===== config.mk =====
export PLATFORM = sky130hd
export DESIGN_NAME = hdlc_bit_stuffing_framer_unit_flat
export DESIGN_NICKNAME = d
export VERILOG_FILES = /design/src/hbsf_pkg.sv /design/src/hbsf_channels.sv /design/src/hbsf_in_stage.sv /design/src/hbsf_stuffer.sv /design/src/hbsf_core.sv /design/src/hdlc_bit_stuffing_framer_unit.sv /design/src/flat_wrapper.sv
export VERILOG_INCLUDE_DIRS = /design/src /design/src/src
export SDC_FILE = /design/constraint.sdc
export NUM_CORES = 1
export LEC_CHECK = 0
export BUFFER_PORTS_ARGS = -buffer_cell sky130_fd_sc_hd__buf_2
export CAP_MARGIN = 5
export CORE_UTILIZATION = 37
export DETAILED_ROUTE_END_ITERATION = 8
export GPL_TIMING_DRIVEN = 0
export HOLD_SLACK_MARGIN = 0.02
export SYNTH_ARGS = -nofsm -noshare
export SYNTH_HDL_FRONTEND = slang
export SYNTH_HIERARCHICAL = 1
export SYNTH_SLANG_ARGS = --single-unit

===== constraint.sdc =====
create_clock -name clk -period 20.8 [get_ports clk]
set_clock_uncertainty 0.1 [all_clocks]
set_input_delay 1.04 -clock clk [delete_from_list [all_inputs] [get_ports clk]]
set_output_delay 1.04 -clock clk [all_outputs]
set_load 0.005 [all_outputs]

===== src/hdlc_bit_stuffing_framer_unit_assert.svh =====
// assertion macros for the hdlc bit stuffing framer
// no dependencies; included by the modules that carry assertions
`ifndef HDLC_BIT_STUFFING_FRAMER_UNIT_ASSERT_SVH
`define HDLC_BIT_STUFFING_FRAMER_UNIT_ASSERT_SVH

// same-cycle implication
`define HBSF_ASSERT_HOLDS(label, clk, rst, ante, cons) \
  label: assert property (@(posedge clk) disable iff (rst) (ante) |-> (cons)) \
    else $error("hbsf assertion failed");

// next-cycle implication
`define HBSF_ASSERT_NEXT(label, clk, rst, ante, cons) \
  label: assert property (@(posedge clk) disable iff (rst) (ante) |=> (cons)) \
    else $error("hbsf assertion failed");

`endif


===== src/hbsf_pkg.sv =====
// shared types and constants of the hdlc bit stuffing framer
// no dependencies
package hbsf_pkg;

  localparam int unsigned CMD_W   = 2;
  localparam int unsigned BYTE_W  = 8;
  localparam int unsigned PRE_W   = 6;
  localparam int unsigned PAD_W   = 3;
  localparam int unsigned RUN_W   = 3;
  localparam int unsigned ACC_W   = 9;
  localparam int unsigned CNT_W   = 4;
  localparam int unsigned STUFF_W = 10;
  localparam int unsigned SCNT_W  = 4;
  localparam int unsigned COMB_W  = 17;

  localparam logic [BYTE_W-1:0] FLAG_BYTE    = 8'h7E;
  localparam logic [RUN_W-1:0]  STUFF_RUN    = 3'd5;
  localparam logic [PRE_W-1:0]  MAX_PREAMBLE = 6'd62;

  typedef enum logic [CMD_W-1:0] {
    CMD_START = 2'd0,
    CMD_DATA  = 2'd1,
    CMD_END   = 2'd2
  } cmd_t;

  typedef struct packed {
    logic [CMD_W-1:0]  cmd;
    logic [BYTE_W-1:0] data_byte;
  } item_t;

  typedef struct packed {
    logic [BYTE_W-1:0] out_byte;
    logic              run_last;
    logic              frame_done;
    logic [PAD_W-1:0]  pad_bits;
  } result_t;

  typedef struct packed {
    logic [STUFF_W-1:0] bits;
    logic [SCNT_W-1:0]  count;
    logic [RUN_W-1:0]   run;
  } stuff_t;

endpackage


===== src/hbsf_channels.sv =====
// channel interfaces of the hdlc bit stuffing framer
// depends on hbsf_pkg
interface hbsf_cmd_if;
  logic                       valid;
  logic                       ready;
  logic [hbsf_pkg::CMD_W-1:0]  cmd;
  logic [hbsf_pkg::BYTE_W-1:0] data_byte;
  modport source (output valid, cmd, data_byte, input ready);
  modport sink (input valid, cmd, data_byte, output ready);
endinterface

interface hbsf_res_if;
  logic                       valid;
  logic                       ready;
  logic [hbsf_pkg::BYTE_W-1:0] out_byte;
  logic                       run_last;
  logic                       frame_done;
  logic [hbsf_pkg::PAD_W-1:0]  pad_bits;
  modport source (output valid, out_byte, run_last, frame_done, pad_bits, input ready);
  modport sink (input valid, out_byte, run_last, frame_done, pad_bits, output ready);
endinterface

interface hbsf_cfg_if;
  logic                      valid;
  logic                      ready;
  logic [hbsf_pkg::PRE_W-1:0] preamble_flags;
  modport source (output valid, preamble_flags, input ready);
  modport sink (input valid, preamble_flags, output ready);
endinterface


===== src/hbsf_in_stage.sv =====
// input register of the framer: holds one command until the core takes it
// depends on hbsf_pkg and hbsf_channels
module hbsf_in_stage (
  input  logic              clk,
  input  logic              rst,
  hbsf_cmd_if.sink          cmd_ch,
  input  logic              take,
  output logic              item_valid,
  output hbsf_pkg::item_t   item
);
  import hbsf_pkg::*;

  assign cmd_ch.ready = !item_valid || take;

  always_ff @(posedge clk) begin
    if (rst) begin
      item_valid <= 1'b0;
    end else if (cmd_ch.valid && cmd_ch.ready) begin
      item_valid <= 1'b1;
    end else if (take) begin
      item_valid <= 1'b0;
    end
  end

  always_ff @(posedge clk) begin
    if (cmd_ch.valid && cmd_ch.ready) begin
      item.cmd       <= cmd_ch.cmd;
      item.data_byte <= cmd_ch.data_byte;
    end
  end

endmodule


===== src/hbsf_stuffer.sv =====
// bit stuffer: expands one data byte, lsb first, inserting a zero after five ones
// depends on hbsf_pkg
module hbsf_stuffer (
  input  logic [hbsf_pkg::BYTE_W-1:0] data_byte,
  input  logic [hbsf_pkg::RUN_W-1:0]  run_in,
  output hbsf_pkg::stuff_t           stuff
);
  import hbsf_pkg::*;

  always_comb begin
    logic [STUFF_W-1:0] bits;
    logic [SCNT_W-1:0]  n;
    logic [RUN_W-1:0]   r;
    bits = '0;
    n    = '0;
    r    = run_in;
    for (int i = 0; i < BYTE_W; i++) begin
      bits[n] = data_byte[i];
      n = n + 1'b1;
      if (data_byte[i]) begin
        r = r + 1'b1;
        if (r >= STUFF_RUN) begin
          bits[n] = 1'b0;
          n = n + 1'b1;
          r = '0;
        end
      end else begin
        r = '0;
      end
    end
    stuff.bits  = bits;
    stuff.count = n;
    stuff.run   = r;
  end

endmodule


===== src/hbsf_core.sv =====
// framing core: bit accumulator, flag sequencer and result register
// depends on hbsf_pkg, hbsf_channels and the assertion macro header
`include "hdlc_bit_stuffing_framer_unit_assert.svh"

module hbsf_core (
  input  logic                       clk,
  input  logic                       rst,
  input  logic                       item_valid,
  input  hbsf_pkg::item_t            item,
  output logic                       take,
  input  logic [hbsf_pkg::PRE_W-1:0] preamble_flags,
  input  hbsf_pkg::stuff_t           stuff,
  output logic [hbsf_pkg::RUN_W-1:0] ones_run,
  hbsf_res_if.source                 res_ch
);
  import hbsf_pkg::*;

  logic [ACC_W-1:0] acc, acc_next;
  logic [CNT_W-1:0] cnt, cnt_next;
  logic [RUN_W-1:0] ones_run_next;
  logic [PRE_W-1:0] flag_left, flag_left_next;
  logic             pad_pend, pad_pend_next;
  logic             ovalid;
  result_t          ores, e_res;
  logic             emit, slot_free, busy;

  logic [COMB_W-1:0] comb, stream;
  logic [CNT_W:0]    total, total_rem;
  logic [CNT_W-1:0]  drain_rem;
  logic [PRE_W-1:0]  lim;

  assign slot_free = !ovalid || res_ch.ready;
  assign busy      = (cnt >= CNT_W'(BYTE_W)) || pad_pend || (flag_left != '0);
  assign take      = item_valid && slot_free && !busy;

  assign comb      = {{(COMB_W-ACC_W){1'b0}}, acc}
                   | ({{(COMB_W-STUFF_W){1'b0}}, stuff.bits} << cnt);
  assign stream    = {{(COMB_W-ACC_W){1'b0}}, acc}
                   | ({{(COMB_W-BYTE_W){1'b0}}, FLAG_BYTE} << cnt);
  assign total     = {1'b0, cnt} + {1'b0, stuff.count};
  assign total_rem = total - (CNT_W+1)'(BYTE_W);
  assign drain_rem = cnt - CNT_W'(BYTE_W);
  assign lim       = (preamble_flags > MAX_PREAMBLE) ? MAX_PREAMBLE : preamble_flags;

  always_comb begin
    acc_next       = acc;
    cnt_next       = cnt;
    ones_run_next  = ones_run;
    flag_left_next = flag_left;
    pad_pend_next  = pad_pend;
    emit           = 1'b0;
    e_res          = '0;
    if (slot_free) begin
      if (flag_left != '0) begin
        emit           = 1'b1;
        e_res.out_byte = FLAG_BYTE;
        e_res.run_last = (flag_left == PRE_W'(1));
        flag_left_next = flag_left - 1'b1;
      end else if (pad_pend) begin
        emit             = 1'b1;
        e_res.out_byte   = acc[BYTE_W-1:0];
        e_res.run_last   = 1'b1;
        e_res.frame_done = 1'b1;
        e_res.pad_bits   = PAD_W'(0) - cnt[PAD_W-1:0];
        acc_next         = '0;
        cnt_next         = '0;
        pad_pend_next    = 1'b0;
      end else if (cnt >= CNT_W'(BYTE_W)) begin
        emit           = 1'b1;
        e_res.out_byte = acc[BYTE_W-1:0];
        e_res.run_last = (drain_rem < CNT_W'(BYTE_W));
        acc_next       = {{BYTE_W{1'b0}}, acc[ACC_W-1:BYTE_W]};
        cnt_next       = drain_rem;
      end else if (item_valid) begin
        unique case (item.cmd)
          CMD_START: begin
            emit           = 1'b1;
            e_res.out_byte = FLAG_BYTE;
            e_res.run_last = (lim == '0);
            flag_left_next = lim;
            acc_next       = '0;
            cnt_next       = '0;
            ones_run_next  = '0;
          end
          CMD_DATA: begin
            ones_run_next = stuff.run;
            if (total >= (CNT_W+1)'(BYTE_W)) begin
              emit           = 1'b1;
              e_res.out_byte = comb[BYTE_W-1:0];
              e_res.run_last = (total_rem < (CNT_W+1)'(BYTE_W));
              acc_next       = comb[BYTE_W+ACC_W-1:BYTE_W];
              cnt_next       = total_rem[CNT_W-1:0];
            end else begin
              acc_next = comb[ACC_W-1:0];
              cnt_next = total[CNT_W-1:0];
            end
          end
          CMD_END: begin
            emit           = 1'b1;
            e_res.out_byte = stream[BYTE_W-1:0];
            ones_run_next  = '0;
            if (cnt == '0) begin
              e_res.run_last   = 1'b1;
              e_res.frame_done = 1'b1;
              acc_next         = '0;
            end else begin
              acc_next      = stream[BYTE_W+ACC_W-1:BYTE_W];
              pad_pend_next = 1'b1;
            end
          end
          default: begin
          end
        endcase
      end
    end
  end

  always_ff @(posedge clk) begin
    if (rst) begin
      acc       <= '0;
      cnt       <= '0;
      ones_run  <= '0;
      flag_left <= '0;
      pad_pend  <= 1'b0;
      ovalid    <= 1'b0;
    end else begin
      acc       <= acc_next;
      cnt       <= cnt_next;
      ones_run  <= ones_run_next;
      flag_left <= flag_left_next;
      pad_pend  <= pad_pend_next;
      if (emit) begin
        ovalid <= 1'b1;
      end else if (res_ch.ready) begin
        ovalid <= 1'b0;
      end
    end
  end

  always_ff @(posedge clk) begin
    if (emit) begin
      ores <= e_res;
    end
  end

  assign res_ch.valid      = ovalid;
  assign res_ch.out_byte   = ores.out_byte;
  assign res_ch.run_last   = ores.run_last;
  assign res_ch.frame_done = ores.frame_done;
  assign res_ch.pad_bits   = ores.pad_bits;

  `HBSF_ASSERT_HOLDS(a_done_is_last, clk, rst, ovalid && ores.frame_done, ores.run_last)
  `HBSF_ASSERT_HOLDS(a_pad_with_done, clk, rst, ovalid && (ores.pad_bits != '0), ores.frame_done)
  `HBSF_ASSERT_HOLDS(a_pad_pend_cnt, clk, rst, pad_pend, (cnt != '0) && (cnt < CNT_W'(BYTE_W)))
  `HBSF_ASSERT_NEXT(a_pad_clears, clk, rst, pad_pend && slot_free && (flag_left == '0), (cnt == '0) && !pad_pend)

endmodule


===== src/hdlc_bit_stuffing_framer_unit.sv =====
// HDLC transmit framer: one output byte leaves the result register per clock at most, so
// the rate is set by that register and the receiver. A start command emits a flag, then
// min(preamble_flags, 62) more; a data command emits up to two bytes, an end command the
// closing flag and a padded byte if bits remain, an unused command nothing. While a
// result waits at the output, one further command can be held in the input register.
// depends on hbsf_pkg, hbsf_channels, hbsf_in_stage, hbsf_stuffer, hbsf_core
module hdlc_bit_stuffing_framer_unit (
  input  logic       clk,
  input  logic       rst,
  hbsf_cmd_if.sink   cmd_ch,
  hbsf_res_if.source res_ch,
  hbsf_cfg_if.sink   cfg
);
  import hbsf_pkg::*;

  logic [PRE_W-1:0] preamble_flags;
  logic             item_valid;
  logic             take;
  item_t            item;
  stuff_t           stuff;
  logic [RUN_W-1:0] ones_run;

  assign cfg.ready = 1'b1;

  always_ff @(posedge clk) begin
    if (rst) begin
      preamble_flags <= '0;
    end else if (cfg.valid) begin
      preamble_flags <= cfg.preamble_flags;
    end
  end

  hbsf_in_stage u_in_stage (
    .clk        (clk),
    .rst        (rst),
    .cmd_ch     (cmd_ch),
    .take       (take),
    .item_valid (item_valid),
    .item       (item)
  );

  hbsf_stuffer u_stuffer (
    .data_byte (item.data_byte),
    .run_in    (ones_run),
    .stuff     (stuff)
  );

  hbsf_core u_core (
    .clk            (clk),
    .rst            (rst),
    .item_valid     (item_valid),
    .item           (item),
    .take           (take),
    .preamble_flags (preamble_flags),
    .stuff          (stuff),
    .ones_run       (ones_run),
    .res_ch         (res_ch)
  );

endmodule


===== src/flat_wrapper.sv =====
// flat-port wrapper written by rule: the top's interface ports become plain ports
module hdlc_bit_stuffing_framer_unit_flat import hbsf_pkg::*;
  (clk, rst, cmd_ch_valid, cmd_ch_cmd, cmd_ch_data_byte, cmd_ch_ready, res_ch_valid, res_ch_out_byte, res_ch_run_last, res_ch_frame_done, res_ch_pad_bits, res_ch_ready, cfg_valid, cfg_preamble_flags, cfg_ready);
  hbsf_cmd_if cmd_ch_i ();
  hbsf_res_if res_ch_i ();
  hbsf_cfg_if cfg_i ();
  input  logic clk;
  input  logic rst;
  input wire logic [$bits(cmd_ch_i.valid)-1:0] cmd_ch_valid;
  input wire logic [$bits(cmd_ch_i.cmd)-1:0] cmd_ch_cmd;
  input wire logic [$bits(cmd_ch_i.data_byte)-1:0] cmd_ch_data_byte;
  output wire logic [$bits(cmd_ch_i.ready)-1:0] cmd_ch_ready;
  output wire logic [$bits(res_ch_i.valid)-1:0] res_ch_valid;
  output wire logic [$bits(res_ch_i.out_byte)-1:0] res_ch_out_byte;
  output wire logic [$bits(res_ch_i.run_last)-1:0] res_ch_run_last;
  output wire logic [$bits(res_ch_i.frame_done)-1:0] res_ch_frame_done;
  output wire logic [$bits(res_ch_i.pad_bits)-1:0] res_ch_pad_bits;
  input wire logic [$bits(res_ch_i.ready)-1:0] res_ch_ready;
  input wire logic [$bits(cfg_i.valid)-1:0] cfg_valid;
  input wire logic [$bits(cfg_i.preamble_flags)-1:0] cfg_preamble_flags;
  output wire logic [$bits(cfg_i.ready)-1:0] cfg_ready;
  assign cmd_ch_i.valid = cmd_ch_valid;
  assign cmd_ch_i.cmd = cmd_ch_cmd;
  assign cmd_ch_i.data_byte = cmd_ch_data_byte;
  assign cmd_ch_ready = cmd_ch_i.ready;
  assign res_ch_valid = res_ch_i.valid;
  assign res_ch_out_byte = res_ch_i.out_byte;
  assign res_ch_run_last = res_ch_i.run_last;
  assign res_ch_frame_done = res_ch_i.frame_done;
  assign res_ch_pad_bits = res_ch_i.pad_bits;
  assign res_ch_i.ready = res_ch_ready;
  assign cfg_i.valid = cfg_valid;
  assign cfg_i.preamble_flags = cfg_preamble_flags;
  assign cfg_ready = cfg_i.ready;
  hdlc_bit_stuffing_framer_unit u_core (.clk(clk), .rst(rst), .cmd_ch(cmd_ch_i), .res_ch(res_ch_i), .cfg(cfg_i));
endmodule

# --- Yosys cells after proc, flatten, opt, wreduce, memory -nomap -nowiden ---
# Index checks and enable logic that the tools add are counted.
totals:
  reg_bits: 54
  latchBits: 0
  ram_bits: 0
  rom_bits: 0
  in_bits: 21
  out_inout_bits: 16
  wordCells: 278
  memories: 0
classes:
  add_sub_neg: 27
  multipliers: 0
  div_mod_pow: 0
  order_cmp: 41
  eq_ne: 5
  shift: 2
  mux: 124
  n_bitwise: 20
  n_reduce_logical: 44
ops:
  columns: ["op", "n"]
  rows:
  - ["2-to-1 mux 10 bit", 16]
  - ["2-to-1 mux 4 bit", 18]
  - ["bitwise AND 10 bit", 7]
  - ["bitwise mux 10 bit", 7]
  - ["< comparator 4 x 5 -> 1 bit (second input constant)", 14]
  - ["NOT 10 bit", 7]
  - ["2-to-1 mux 9 bit", 7]
  - ["adder 4 x 1 -> 4 bit (second input constant)", 14]
  - ["demux 1 bit (select 4 bit)", 14]
  - [">= comparator 4 x 1 -> 1 bit (second input constant)", 14]
  - ["one-hot mux 9 bit (3 select lines)", 2]
  - ["2-to-1 mux 3 bit", 16]
  - ["2-to-1 mux 6 bit", 6]
  - ["bitwise OR 9 x 17 -> 17 bit", 2]
  - ["2-to-1 mux 1 bit", 31]
  - ["adder 3 x 1 -> 3 bit (second input constant)", 8]
  - [">= comparator 3 bit (second input constant)", 8]
  - ["logical AND 1 bit", 17]
  - ["left shift 10 x 4 -> 17 bit", 1]
  - ["left shift 7 x 4 -> 17 bit (first input constant)", 1]
  - ["nonzero test 2 bit", 5]
  - ["2-to-1 mux 8 bit", 1]
  - ["one-hot mux 4 bit (2 select lines)", 1]
  - ["AND reduction 4 bit", 2]
  - ["other kinds (33)", 44]

# --- Depth between registers and ports, before layout ---
logic_depth:
  depth_word: 45
  ltp_mapped: 52
  ltp_nobuf: 46

# --- Modules after synthesis ---
# Netlist, hierarchy kept.
by_module_without_submodules:
  columns: ["mod", "n_inst", "cells_per_inst", "area_per_inst_um2", "seq_area_each_um2"]
  rows:
  - ["hbsf_stuffer", 1, 575, 4214.0, 0.0]
  - ["hbsf_core", 1, 379, 3214.3, 870.8]
  - ["hbsf_in_stage", 1, 15, 355.3, 320.3]
  - ["hdlc_bit_stuffing_framer_unit", 1, 21, 225.2, 120.1]

# --- Least setup slack after synthesis ---
# No wires, ideal clock.
synth_path:
  kind: "reg2reg"
  from: "register u_core/u_core/ones_run[0] (netlist name)"
  to: "register u_core.u_core.ores, in the netlist u_core/u_core/res_ch.frame_done, enable pin"
  t_arrival_ns: 9.411
  required_ns: 20.309
  path_slack_ns: 10.898
  stages_incl_launch_ff: 46
  path_buffers: 2
  cell_sequence: "dfxtp_1 ha_1 xnor2_4 nand3_1 inv_1 ha_1 inv_1 a21oi_2 nor2_1 nand3_1 inv_2 ha_1 clkbuf_1 and4_1 o21a_1 nand2_1 inv_1 ha_1 [10 not listed] xor2_1 inv_1 ha_1 or2_2 mux2i_1 inv_1 ha_1 clkbuf_1 inv_1 xnor2_1 a31oi_1 xnor2_1 ha_1 nor4b_1 nand3_1 nand3_1 a21o_1 a31oi_1"
synth_rtl:
  columns: ["item", "line", "source"]
  rows:
  - ["from (decl)", "hbsf_core.sv:13", "output logic [hbsf_pkg::RUN_W-1:0] ones_run,"]
  - ["from (signal assigned)", "hbsf_core.sv:129", "ones_run <= ones_run_next;"]
  - ["to (signal assigned)", "hbsf_core.sv:142", "ores <= e_res;"]
  - ["to (decl)", "hbsf_core.sv:24", "result_t ores, e_res;"]

==> results.toml <==
[clock_network]
postCtsHoldBufs = 0
post_cts_buffers = 0
clockBufferDepth = 2
cts_max_level = 2
numClockSinks = 54
cts_tree = "yes"
cts_made_buffers = 5
clk_pin_slew_ns = 0.07
cts_root_buffer = "clkbuf_16"
ctsResizeCount = 0
clk_latency_ns = 0.30

[logic_synthesis]
synth_top_area_frac = 0.0906
synth.most_common_cell = "nand2_1"
postSynthAreaPerCell_um2 = 8.09
yosys_warnings = 6
syn_area_um2 = 8010
ys_seq_area_frac = 0.164
ys_types = 116
synth_seq_cells = 54
synthFlopType = "dfxtp_1"
synth_top_cells_by_area = "ha_1, edfxtp_1, dfxtp_1"
syn_inst = 990
synthesis.nets = 1070
synth_edf_count = 23
synthArstFlopShare = 0
yosys-top-cells-count = "nand2_1, nor2_1, ha_1"
synth_top_area_cell = "ha_1"

[pwr]
irDropWorstVdd_mv = 0.0758
powerDensity_nw_per_um2 = 91.6
p_leak_nw = 3.37

[sta]
slew-limit-headroom = 0.379
fmax_mhz = 85.7
rsz0062_at_grt = "false"
finalCriticalPeriod_ns = 11.67
hold_ws_ns = 0.410
setup_tns_ns = 0
setup_slack_ns = 9.13
period_share = 0.561
tightest_slew_ns = 0.926
final_hold_viol_count = 0
setup_violations = 0
maxSlewViolCount = 0

[floorplanning]
dieArea_um2 = 22200
start_util = 0.379
die_h_um = 149
rows = 53
core_area_um2 = 21200
ioPinCount = 37
die_width_um = 149

[setup_path]
setup.worst_path.start = "u_core/u_core/ones_run[0]$_SDFFE_PP0P_"
cp-end-kind = "flip-flop"
rrSetupSlack_ns = 9.13
cp_common_cell = "ha_1"
crit_arrival_ns = 11.59
critPathRequiredTime_ns = 20.72
crit_fanout = 10
rr_startpoint = "u_core/u_core/ones_run[0]$_SDFFE_PP0P_"
slowest_delay_ns = 0.57
cp_slowest_cell = "or4_4"
r2r_cells = 51
regToRegEndpoint = "u_core/u_core/res_ch.out_byte[6]$_SDFFCE_PP0P_"
critPathLaunchType = "flip-flop"
critPathKind = "reg2reg"
critPathCapture = "u_core/u_core/res_ch.out_byte[6]$_SDFFCE_PP0P_"

[route]
viasPerCell = 6.12
drtIter0Drc = 729
first_pass_iters = 5
postRouteAntennaNets = 0
wl_mm = 23.2
drc = 0
num_vias = 7993
routedWlPerCell_um = 17.8

[final_layout]
nets = 1111
final_layout_size_suffix_gt1_frac = 0.146
stdcell_count = 1307
area_growth_pct = 8.30
diodes = 0
fin_area_um2 = 8670

[global_route]
antenna_found_initial = 0
grt_pass1_wl_mm = 37.8
grt_pass1_vias = 7210
grt_max_degree = 17
grtUsageTotal = 0.209
overflow = 0

[run]
max-cap-violations = 0

[placement]
dp.cells = 1299
dp_slack_ns = 8.81
postPlaceCellArea_um2 = 8520
io_buffers = 34
gp_congestion = 0.950
hpwl_mm = 18.4

[worst_hold_path]
hold_start = "u_core/u_core/ones_run[1]$_SDFFE_PP0P_"
hold_class = "reg2reg"

[status]
status = "completed"
-- cell type report --
cell class,instances,area (µm²)
Fill cell,2161,12500
Inverter,60,225
Multi-Input combinational cell,817,6170
Tap cell,275,344
Sequential cell,54,1310
Timing Repair Buffer,34,170
Buffer,59,305
Clock buffer,6,130
Clock inverter,2,13.8
-- layout by cell type, fill, tap and decap left out, types with 7 or more instances in the layout --
cell type	instances
nand2b_1	14
mux2_2	10
nand3_1	54
a21oi_1	46
or3_1	8
nand4_1	20
o211ai_1	17
nor2_1	70
mux2i_1	31
or2_2	7
a22oi_1	7
o21ai_0	38
clkbuf_1	30
a211oi_1	16
a221oi_1	9
dfxtp_1	31
xnor2_1	18
a311oi_1	7
nor4_1	10
and2_1	9
a22o_1	10
and4_1	8
buf_2	44
and3_1	17
nor3_1	25
xor2_1	8
inv_1	56
edfxtp_1	23
a32oi_1	10
a31oi_1	13
o21a_1	9
o22ai_1	9
a21o_1	12
nand2_1	77
a221o_1	8
ha_1	58
buf_4	7
-- routing by layer --
layer,vias up,GRT usage,part of all wire
met1,3791,0.308,0.49
met5,-,0,0
met2,276,0.317,0.44
met4,0,0.0490,0.016
met3,28,0.0284,0.054
li1,3898,-,-
-- critical path: cells and delay by family, from the launching register on --
kind | cells | cell delay [ns]
simple gates | 13 | 2.90
flops | 1 | 0.40
compound gates | 9 | 2.14
mux | 2 | 0.44
buf+inv | 15 | 2.33
fa+ha+maj | 9 | 2.14
xor+xnor | 3 | 0.93
-- sequential cells by signal, summed over array words and instances, names as in the netlist, 3 cells and up --
signal,flops
u_core/u_core/res_ch.pad_bits,3
u_core/u_in_stage/item,10
u_core/u_core/res_ch.out_byte,8
u_core/preamble_flags,6
u_core/u_core/cnt,4
u_core/u_core/acc,9
u_core/u_core/ones_run,3
u_core/u_core/flag_left,6
-- how the worst min path moves through the flow --
stage / to / slack (ns) / depth (start not counted)
floorplan: u_core/u_core/ones_run[1]$_SDFFE_PP0P_ / 0.35 / 2
global placement: u_core/u_core/ones_run[1]$_SDFFE_PP0P_ / 0.38 / 2
detailed placement: u_core/u_core/ones_run[1]$_SDFFE_PP0P_ / 0.39 / 2
CTS: u_core/u_core/ones_run[1]$_SDFFE_PP0P_ / 0.41 / 2
global route: u_core/u_core/ones_run[1]$_SDFFE_PP0P_ / 0.44 / 2
finish: u_core/u_core/ones_run[1]$_SDFFE_PP0P_ / 0.41 / 2
-- kinds of logic (layout without fill, tap and decap cells) --
kind of cell,Yosys count,count (layout),synth area share
other,1,1,0.000468
AOI/OAI and AO/OA,300,300,0.286
adders and majority gates,59,59,0.0931
buffers and inverters,119,161,0.0662
DFF,54,54,0.164
xor gates and xnor gates,37,37,0.0603
muxes,47,47,0.0697
and+or+nand+nor,373,373,0.261
-- metrics by stage --
| stage | utilization | power, W |
|---|---|---|
| final | 0.410 | 0.000795 |
| after global routing | 0.410 | 0.000858 |
| after CTS | 0.410 | 0.000785 |
| after detailed placement | 0.403 | 0.000698 |
| after global placement | 0.403 | 0.000695 |
| after floorplan | - | 0.000566 |
-- where the power goes --
group / switching [W] / leakage (nW) / internal [W]
Combinational: 0.000340 / 2.81 / 0.000212
Clock: 0.0000398 / 0.0738 / 0.0000453
Sequential: 0.0000146 / 0.480 / 0.000143
Note: power is estimated with default switching activity, not from simulation.
